### src/hw/rtl/bleadv_pkg.sv
// shared types, constants and bit-level helpers for the ble advertising encoder
package bleadv_pkg;

  localparam int unsigned CRC_W  = 24;
  localparam int unsigned BYTE_W = 8;
  localparam int unsigned CHAN_W = 6;
  localparam int unsigned CFG_W  = 24;
  localparam int unsigned CFG_IDX_W = 1;

  localparam logic [CRC_W-1:0]  CRC_POLY     = 24'h00065B;
  localparam logic [BYTE_W-1:0] LFSR_TAPS    = 8'h11;
  localparam logic [BYTE_W-1:0] WHT_SEED_SET = 8'h02;
  localparam logic [CRC_W-1:0]  CRC_SEED_RST = 24'h555555;
  localparam logic [CHAN_W-1:0] CHAN_RST     = 6'd37;

  // configuration register indexes
  localparam logic [CFG_IDX_W-1:0] CFG_CRC_SEED = 1'b0;
  localparam logic [CFG_IDX_W-1:0] CFG_CHANNEL  = 1'b1;

  typedef struct packed {
    logic [BYTE_W-1:0] lfsr;
    logic [BYTE_W-1:0] data;
  } wht_res_t;

  function automatic logic [BYTE_W-1:0] rev8(input logic [BYTE_W-1:0] a);
    logic [BYTE_W-1:0] r;
    for (int k = 0; k < BYTE_W; k++) begin
      r[BYTE_W-1-k] = a[k];
    end
    return r;
  endfunction

  function automatic logic [BYTE_W-1:0] whiten_seed(input logic [CHAN_W-1:0] chan);
    return rev8({2'b00, chan}) | WHT_SEED_SET;
  endfunction

  // eight crc steps, data lsb first
  function automatic logic [CRC_W-1:0] crc_feed(input logic [CRC_W-1:0] crc,
                                                input logic [BYTE_W-1:0] d);
    logic [CRC_W-1:0] c;
    logic             top;
    c = crc;
    for (int k = 0; k < BYTE_W; k++) begin
      top = c[CRC_W-1];
      c   = {c[CRC_W-2:0], 1'b0};
      if (top != d[k]) begin
        c = c ^ CRC_POLY;
      end
    end
    return c;
  endfunction

  // eight lfsr steps, one per data bit
  function automatic wht_res_t whiten(input logic [BYTE_W-1:0] lfsr,
                                      input logic [BYTE_W-1:0] d);
    wht_res_t r;
    r.lfsr = lfsr;
    r.data = d;
    for (int k = 0; k < BYTE_W; k++) begin
      if (r.lfsr[BYTE_W-1]) begin
        r.lfsr    = r.lfsr ^ LFSR_TAPS;
        r.data[k] = ~r.data[k];
      end
      r.lfsr = {r.lfsr[BYTE_W-2:0], 1'b0};
    end
    return r;
  endfunction

endpackage

### src/hw/rtl/ble_adv_packet_crc_whitener.sv
// ble advertising encoder: crc24 append and whitening; one word per cycle while out_ready
//
//  channel | signals                                         | direction
//  --------+-------------------------------------------------+----------
//  in      | in_valid, in_ready, in_data_byte, in_last_byte  | sink
//  out     | out_valid, out_ready, out_byte, out_is_crc,     | source
//          | out_end_of_packet                               |
//  cfg     | cfg_we, cfg_index, cfg_data                     | sink
//
// one payload word per cycle while in_ready is high; a word marked last adds 3 crc words
// crc and lfsr steps run between the input and the output register
// the output register takes a new word whenever it is empty or being read
// while crc words are pending the input is held off
// synchronous active-low reset; seed and channel are sampled on the first word of a packet
module ble_adv_packet_crc_whitener (
  input  logic                               clk,
  input  logic                               rst_n,
  input  logic                               in_valid,
  output logic                               in_ready,
  input  logic [7:0]                         in_data_byte,
  input  logic                               in_last_byte,
  output logic                               out_valid,
  input  logic                               out_ready,
  output logic [7:0]                         out_byte,
  output logic                               out_is_crc,
  output logic                               out_end_of_packet,
  input  logic                               cfg_we,
  input  logic [bleadv_pkg::CFG_IDX_W-1:0]   cfg_index,
  input  logic [bleadv_pkg::CFG_W-1:0]       cfg_data
);
  import bleadv_pkg::*;

  logic [CRC_W-1:0]  seed_r;
  logic [CHAN_W-1:0] chan_r;

  logic [CRC_W-1:0]  crc_r, crc_nxt;
  logic [BYTE_W-1:0] wht_r, wht_nxt;
  logic              start_r, start_nxt;
  logic [1:0]        crc_left_r, crc_left_nxt;

  logic              out_valid_r, out_valid_nxt;
  logic [BYTE_W-1:0] out_byte_r, out_byte_nxt;
  logic              is_crc_r, is_crc_nxt;
  logic              eop_r, eop_nxt;

  logic              out_free;
  logic              in_fire;
  logic [CRC_W-1:0]  crc_base;
  logic [BYTE_W-1:0] wht_base;
  logic [BYTE_W-1:0] crc_sel;
  wht_res_t          pay_wht;
  wht_res_t          crc_wht;

  assign out_free = !out_valid_r || out_ready;
  assign in_ready = (crc_left_r == 2'd0) && out_free;
  assign in_fire  = in_valid && in_ready;

  // first word of a packet starts from the configured seeds
  assign crc_base = start_r ? seed_r : crc_r;
  assign wht_base = start_r ? whiten_seed(chan_r) : wht_r;
  assign pay_wht  = whiten(wht_base, in_data_byte);

  always_comb begin
    case (crc_left_r)
      2'd3:    crc_sel = crc_r[23:16];
      2'd2:    crc_sel = crc_r[15:8];
      default: crc_sel = crc_r[7:0];
    endcase
  end

  assign crc_wht = whiten(wht_r, rev8(crc_sel));

  always_comb begin
    crc_nxt       = crc_r;
    wht_nxt       = wht_r;
    start_nxt     = start_r;
    crc_left_nxt  = crc_left_r;
    out_valid_nxt = out_valid_r;
    out_byte_nxt  = out_byte_r;
    is_crc_nxt    = is_crc_r;
    eop_nxt       = eop_r;
    if (in_fire) begin
      crc_nxt       = crc_feed(crc_base, in_data_byte);
      wht_nxt       = pay_wht.lfsr;
      start_nxt     = in_last_byte;
      crc_left_nxt  = in_last_byte ? 2'd3 : 2'd0;
      out_valid_nxt = 1'b1;
      out_byte_nxt  = rev8(pay_wht.data);
      is_crc_nxt    = 1'b0;
      eop_nxt       = 1'b0;
    end else if (crc_left_r != 2'd0 && out_free) begin
      wht_nxt       = crc_wht.lfsr;
      crc_left_nxt  = crc_left_r - 2'd1;
      out_valid_nxt = 1'b1;
      out_byte_nxt  = rev8(crc_wht.data);
      is_crc_nxt    = 1'b1;
      eop_nxt       = (crc_left_r == 2'd1);
    end else if (out_ready) begin
      out_valid_nxt = 1'b0;
    end
  end

  always_ff @(posedge clk) begin
    if (!rst_n) begin
      seed_r      <= CRC_SEED_RST;
      chan_r      <= CHAN_RST;
      start_r     <= 1'b1;
      crc_left_r  <= 2'd0;
      out_valid_r <= 1'b0;
    end else begin
      if (cfg_we) begin
        case (cfg_index)
          CFG_CRC_SEED: seed_r <= cfg_data;
          CFG_CHANNEL:  chan_r <= cfg_data[CHAN_W-1:0];
          default: ;
        endcase
      end
      start_r     <= start_nxt;
      crc_left_r  <= crc_left_nxt;
      out_valid_r <= out_valid_nxt;
    end
  end

  always_ff @(posedge clk) begin
    crc_r      <= crc_nxt;
    wht_r      <= wht_nxt;
    out_byte_r <= out_byte_nxt;
    is_crc_r   <= is_crc_nxt;
    eop_r      <= eop_nxt;
  end

  assign out_valid         = out_valid_r;
  assign out_byte          = out_byte_r;
  assign out_is_crc        = is_crc_r;
  assign out_end_of_packet = eop_r;

  a_last_queues_crc: assert property (@(posedge clk) disable iff (!rst_n)
    in_fire && in_last_byte |=> out_valid && !out_is_crc && crc_left_r == 2'd3)
    else $error("last word did not queue three crc words");

  a_no_input_during_crc: assert property (@(posedge clk) disable iff (!rst_n)
    crc_left_r != 2'd0 |-> !in_ready)
    else $error("input taken while crc words pending");

  a_eop_is_crc: assert property (@(posedge clk) disable iff (!rst_n)
    out_valid && out_end_of_packet |-> out_is_crc)
    else $error("end of packet on a non-crc word");

  a_crc_closes_packet: assert property (@(posedge clk) disable iff (!rst_n)
    out_valid && out_is_crc |-> start_r)
    else $error("crc word shown without packet restart pending");

endmodule

### config.mk
export PLATFORM = sky130hd
export DESIGN_NAME = ble_adv_packet_crc_whitener
export DESIGN_NICKNAME = d
export VERILOG_FILES = /design/src/hw/rtl/bleadv_pkg.sv /design/src/hw/rtl/ble_adv_packet_crc_whitener.sv
export SDC_FILE = /design/constraint.sdc
export NUM_CORES = 1
export LEC_CHECK = 0
export ABC_CLOCK_PERIOD_IN_PS = 3700
export CELL_PAD_IN_SITES_DETAIL_PLACEMENT = 0
export CELL_PAD_IN_SITES_GLOBAL_PLACEMENT = 2
export CORE_MARGIN = 3
export CORE_UTILIZATION = 45
export DETAILED_ROUTE_END_ITERATION = 7
export DONT_BUFFER_PORTS = 1
export PLACE_DENSITY = 0.93
export SLEW_MARGIN = 20
export SYNTH_ARGS = -nofsm -noshare
export SYNTH_HDL_FRONTEND = slang
export SYNTH_SLANG_ARGS = --single-unit
### constraint.sdc
create_clock -name clk -period 3.7 [get_ports clk]
set_clock_uncertainty 0.05 [all_clocks]
set_input_delay 0.185 -clock clk [delete_from_list [all_inputs] [get_ports clk]]
set_output_delay 0.185 -clock clk [all_outputs]
set_load 0.02 [all_outputs]
# Word-level counts from Yosys, hierarchy flattened
# Cells that the tools add are included.
# totals
register_bits	75
latchBits	0
mem_bits_rw	0
mem_bits_ro	0
elab_cells	133
memories	0
# op_classes
n_addsub	1
n_mul	0
n_div	0
n_lt_le_gt_ge	0
n_eq_ne	11
n_shift	0
mux	58
bitwise	41
reduce_logical	11
# op_table
cell	count
$mux 24	8
$mux 11	8
$mux 5	14
$not 7->7	8
$mux 8	5
$not 2->2	16
$mux 1	17
$not 1->1	17
$pmux 8 s2	1
$mux 6	2
$ne 1x1->1	8
$mux 2	3
$eq 2x2->1 const B	2
$reduce_and 2->1	2
$reduce_bool 2->1	2
$logic_and 1x1->1	3
$reduce_bool 3->1	1
$eq 2x1->1 const B	1
$logic_not 2->1	1
$sub 2x1->2 const B	1
$logic_not 1->1	1
$logic_or 1x1->1	1

# Longest topological paths before layout
# logic_depth
ltp_word	25
ltp_mapped	7

# Worst setup path after synthesis
# Ideal clock, no wire load.
# synth_timing
path_kind	reg-to-reg
startpoint	register crc_left_r[0]
endpoint	register out_byte_r[5], in the netlist out_byte[5] (data pin)
setup_time_ps	304
arrival_ps	2017
path_slack_ps	1329
path_stages_with_launch	7
path_buffers	1
path_cell_list	dfxtp_1 > inv_1 > ha_1 > nand3_1 > clkinv_1 > clkbuf_1 > o21ai_0
# synth_lines
element	line	rtl
start: declaration	ble_adv_packet_crc_whitener.sv:39	logic [1:0] crc_left_r, crc_left_nxt;
start signal: assignment	ble_adv_packet_crc_whitener.sv:119	crc_left_r <= crc_left_nxt;
$logic_not 2->1	ble_adv_packet_crc_whitener.sv:55	assign in_ready = (crc_left_r == 2'd0) && out_free;
$logic_and 1x1->1	ble_adv_packet_crc_whitener.sv:55	
$logic_and 1x1->1	ble_adv_packet_crc_whitener.sv:56	assign in_fire = in_valid && in_ready;
via in_fire	ble_adv_packet_crc_whitener.sv:47	logic in_fire;
$mux 8	ble_adv_packet_crc_whitener.sv:82	if (in_fire) begin
via out_byte_nxt[5]	ble_adv_packet_crc_whitener.sv:42	logic [BYTE_W-1:0] out_byte_r, out_byte_nxt;
end signal: assignment	ble_adv_packet_crc_whitener.sv:127	out_byte_r <= out_byte_nxt;
end: declaration	ble_adv_packet_crc_whitener.sv:42	
# The timed path passes the listed nets, and every way through them passes these cells. The select of a mux whose other input is x is not followed.
# A chain may end at the register's enable or synchronous reset.

# Worst setup path after layout
# layout_timing
startpoint	register crc_left_r[0]
endpoint	register out_byte_r[7], in the netlist out_byte[7] (data pin)
# layout_between
elab_chain_cells	6
# layout_rtl
element	line	rtl
$eq 2x2->1	ble_adv_packet_crc_whitener.sv:64	case (crc_left_r)
$pmux 8 s2	ble_adv_packet_crc_whitener.sv:64	
$not 1->1	bleadv_pkg.sv:62	r.data[k] = ~r.data[k];
$mux 1	bleadv_pkg.sv:60	if (r.lfsr[BYTE_W-1]) begin
$mux 8	ble_adv_packet_crc_whitener.sv:91	end else if (crc_left_r != 2'd0 && out_free) begin
$mux 8 (*)	ble_adv_packet_crc_whitener.sv:82	
via out_byte_nxt[7]	ble_adv_packet_crc_whitener.sv:42	
# The timed path passes the listed nets; every way through them passes the cells marked *. The select of a mux whose other input is x is not followed.

==> flow_summary.ini <==
[status]
status = complete, no violations

[logic_synthesis]
synth.distinct_cells = 33
yosysWarningCount = 0
synth_nets = 406
synthCells = 363
synth_area_leaders = edfxtp_1, dfxtp_1, xnor2_1
syn_avg_cell_area_um2 = 10.9
ys_ff_latch = 75
syn_area_um2 = 3970
yosysSeqAreaShare_pct = 47.6
synth_top_area_cell = edfxtp_1
synthDominantCellAreaShare_pct = 29.5

[drt]
dr.pass1.iters = 4
routed-wl-met2_um = 4050
highest_layer = met4
wl_um = 8600
ant_nets = 0
drt_iter0_drc = 102
wl_per_cell_um = 17.3
drc_errors = 0
dr_total_vias = 2637
wirelength_met1_um = 3900
vias_per_cell = 5.30
dr_wl_met3_um = 495

[global_routing]
grt_first_pass_wirelength_um = 13700
antenna_found_initial = 0
grtUsageTotal_pct = 17.9
first_global_vias = 2569
grt_max_degree = 30
overflow = 0

[pwr]
sw_frac_of_total_pct = 36.2
power.internal_uw = 2450
switching_power_uw = 1390
p_leak_uw = 0.00184
powerDensity_nw_per_um2 = 843
peakVddDrop_mv = 0.311
seqPwrFrac_pct = 41.3
p_comb_share_pct = 41.8
p_clk_share_pct = 17.0

[cts]
h-tree-depth = 3
clkLatencyLatePin_ps = 350
post-cts-setup-buffer-count = 0
clockRootBuffer = clkbuf_8
cts_buffers = 9
cts_tree = built
cts.reportedPaths.clkPinSlew_ps = 80
clock-sinks = 75
cts_buffer_depth = 2

[worst_setup_path]
crit_chain = inv_1 > ha_1 > nand3_1 > clkinv_1 > buf_4 > nand2_1 > o21ai_0
slowest_stage = clkinv_1
arrival_ps = 2600
startpoint_type = flop
r2r_cells = 7
critPathMaxStageDelay_ps = 480
path_max_fanout = 29
endpoint_kind = flop
crit_type = reg2reg
cp.required_ps = 3740

[die]
dieArea_um2 = 9990
io-pin-count = 51
rows = 33
dieHeight_um = 100
start_util_pct = 47.4
fp.coreArea_um2 = 8380
die_x_um = 100

[cells_and_area]
final_util_pct = 54.4
final_cell_mix = nand2_1, xnor2_1, edfxtp_1, dfxtp_1, dlygate4sd3_1
syn_to_final_growth_pct = 14.7
multi_input_area_um2 = 1980
fin_nets = 431
final_common_cell = nand2_1
nFillCells = 751
antenna_cells = 0
seq_area_um2 = 1890
final_layout_size_suffix_gt1_share_pct = 9.92

[placement]
io_buffers = 0
routabilityCongestion = 0.783
hpwl_um = 6040

[timing]
relSlewSlack_pct = 33.8
max_freq_ghz = 0.391
fin_hold_ws_ps = 79.4
tightest_slew_ps = 989
hold_viol_final = 0
setup_viol = 0
grt_setup_unrepaired = no
post-route-min-period_ps = 2560
drv_slew = 0
tns_ps = 0
period_share_pct = 69.2

[job]
maxCapViolCount = 0

[min_path]
hold_path.class = in2reg
hold_depth = 1
-- path summary, 6_finish.rpt --
path	from	end	slack (ps)
max	crc_left_r[0]	out_byte[7]	1140
min	in_data_byte[7]	crc_r[0]	80
max reg2reg	crc_left_r[0]	out_byte[7]	1140
min reg2reg	seed_r[15]	seed_r[15]	410
-- through the flow --
| step | power [uW] | instance area (um2) | setup slack, ps | cells |
|---|---|---|---|---|
| after floorplan | 2860 | 3970 | 1330 | 363 |
| after global placement | 3140 | 4040 | 1220 | 450 |
| after detailed placement | 3180 | 4040 | 1140 | 450 |
| after CTS | 3880 | 4560 | 1120 | 498 |
| after global routing | 4070 | 4560 | 938 | 498 |
| final | 3840 | 4560 | 1140 | 498 |
-- cells by family after synthesis --
| kind of cell | count (synthesis) | share of synthesized area (%) |
|---|---|---|
| simple gates | 103 | 10.9 |
| flops | 75 | 47.6 |
| xor+xnor | 73 | 20.7 |
| compound gates | 45 | 6.61 |
| mux | 38 | 10.2 |
| buf+inv | 25 | 2.71 |
| fa+ha+maj | 4 | 1.26 |
-- state kept, by name (all words and copies together) (netlist names) --
register / count
out_end_of_packet: 1
crc_r: 24
chan_r: 6
crc_left_r: 2
out_byte: 8
wht_r: 7
out_is_crc: 1
start_r: 1
seed_r: 24
out_valid: 1
-- power groups by stage --
stage | clock network (uW) | logic (uW) | registers (uW)
detailed placement | 0 | 1570 | 1610
floorplan | 0 | 1350 | 1510
global placement | 0 | 1550 | 1590
CTS | 669 | 1620 | 1590
global route | 702 | 1750 | 1620
finish | 652 | 1610 | 1590
-- critical path, delay by kind of cell (launching register included) --
kind,cells,cell delay (ps)
AOI/OAI and AO/OA,1,90
adders and majority gates,1,240
buffers and inverters,3,960
DFF,1,400
and+or+nand+nor,2,540
-- cell type report --
| type | instances | share of cell area (%) |
|---|---|---|
| clock buffer | 12 | 3.40 |
| inverter | 5 | 0.412 |
| sequential | 75 | 41.5 |
| multi-input combinational | 263 | 43.4 |
| timing repair buffer | 34 | 7.36 |
| tap | 105 | 2.88 |
| clock inverter | 4 | 1.04 |
-- synth_stat cells, drive strengths merged --
cell / n
nand2: 66
xnor2: 52
edfxtp: 39
dfxtp: 36
mux2i: 31
a21oi: 30
nand3: 24
clkbuf: 15
xor2: 14
a22o: 8
mux2: 7
nor2: 6
buf: 5
xnor3: 5
ha: 4
o21ai: 4
inv: 3
nand2b: 3
and2: 2
clkinv: 2
nor2b: 2
xor3: 2
a211oi: 1
a2bb2oi: 1
o22ai: 1
-- metal layers --
layer  vias up  GRT usage [%]
li1       1294              -
met2        79           28.3
met3        15           3.82
met5         -              0
met1      1249           24.4
met4         0           6.42
-- repair_timing --
action / in CTS / in global routing
hold buffers: 32 / 0
hold endpoints to repair: 34 / 0
resized for setup: 0 / 0
Power figures use the tool's default switching activity.
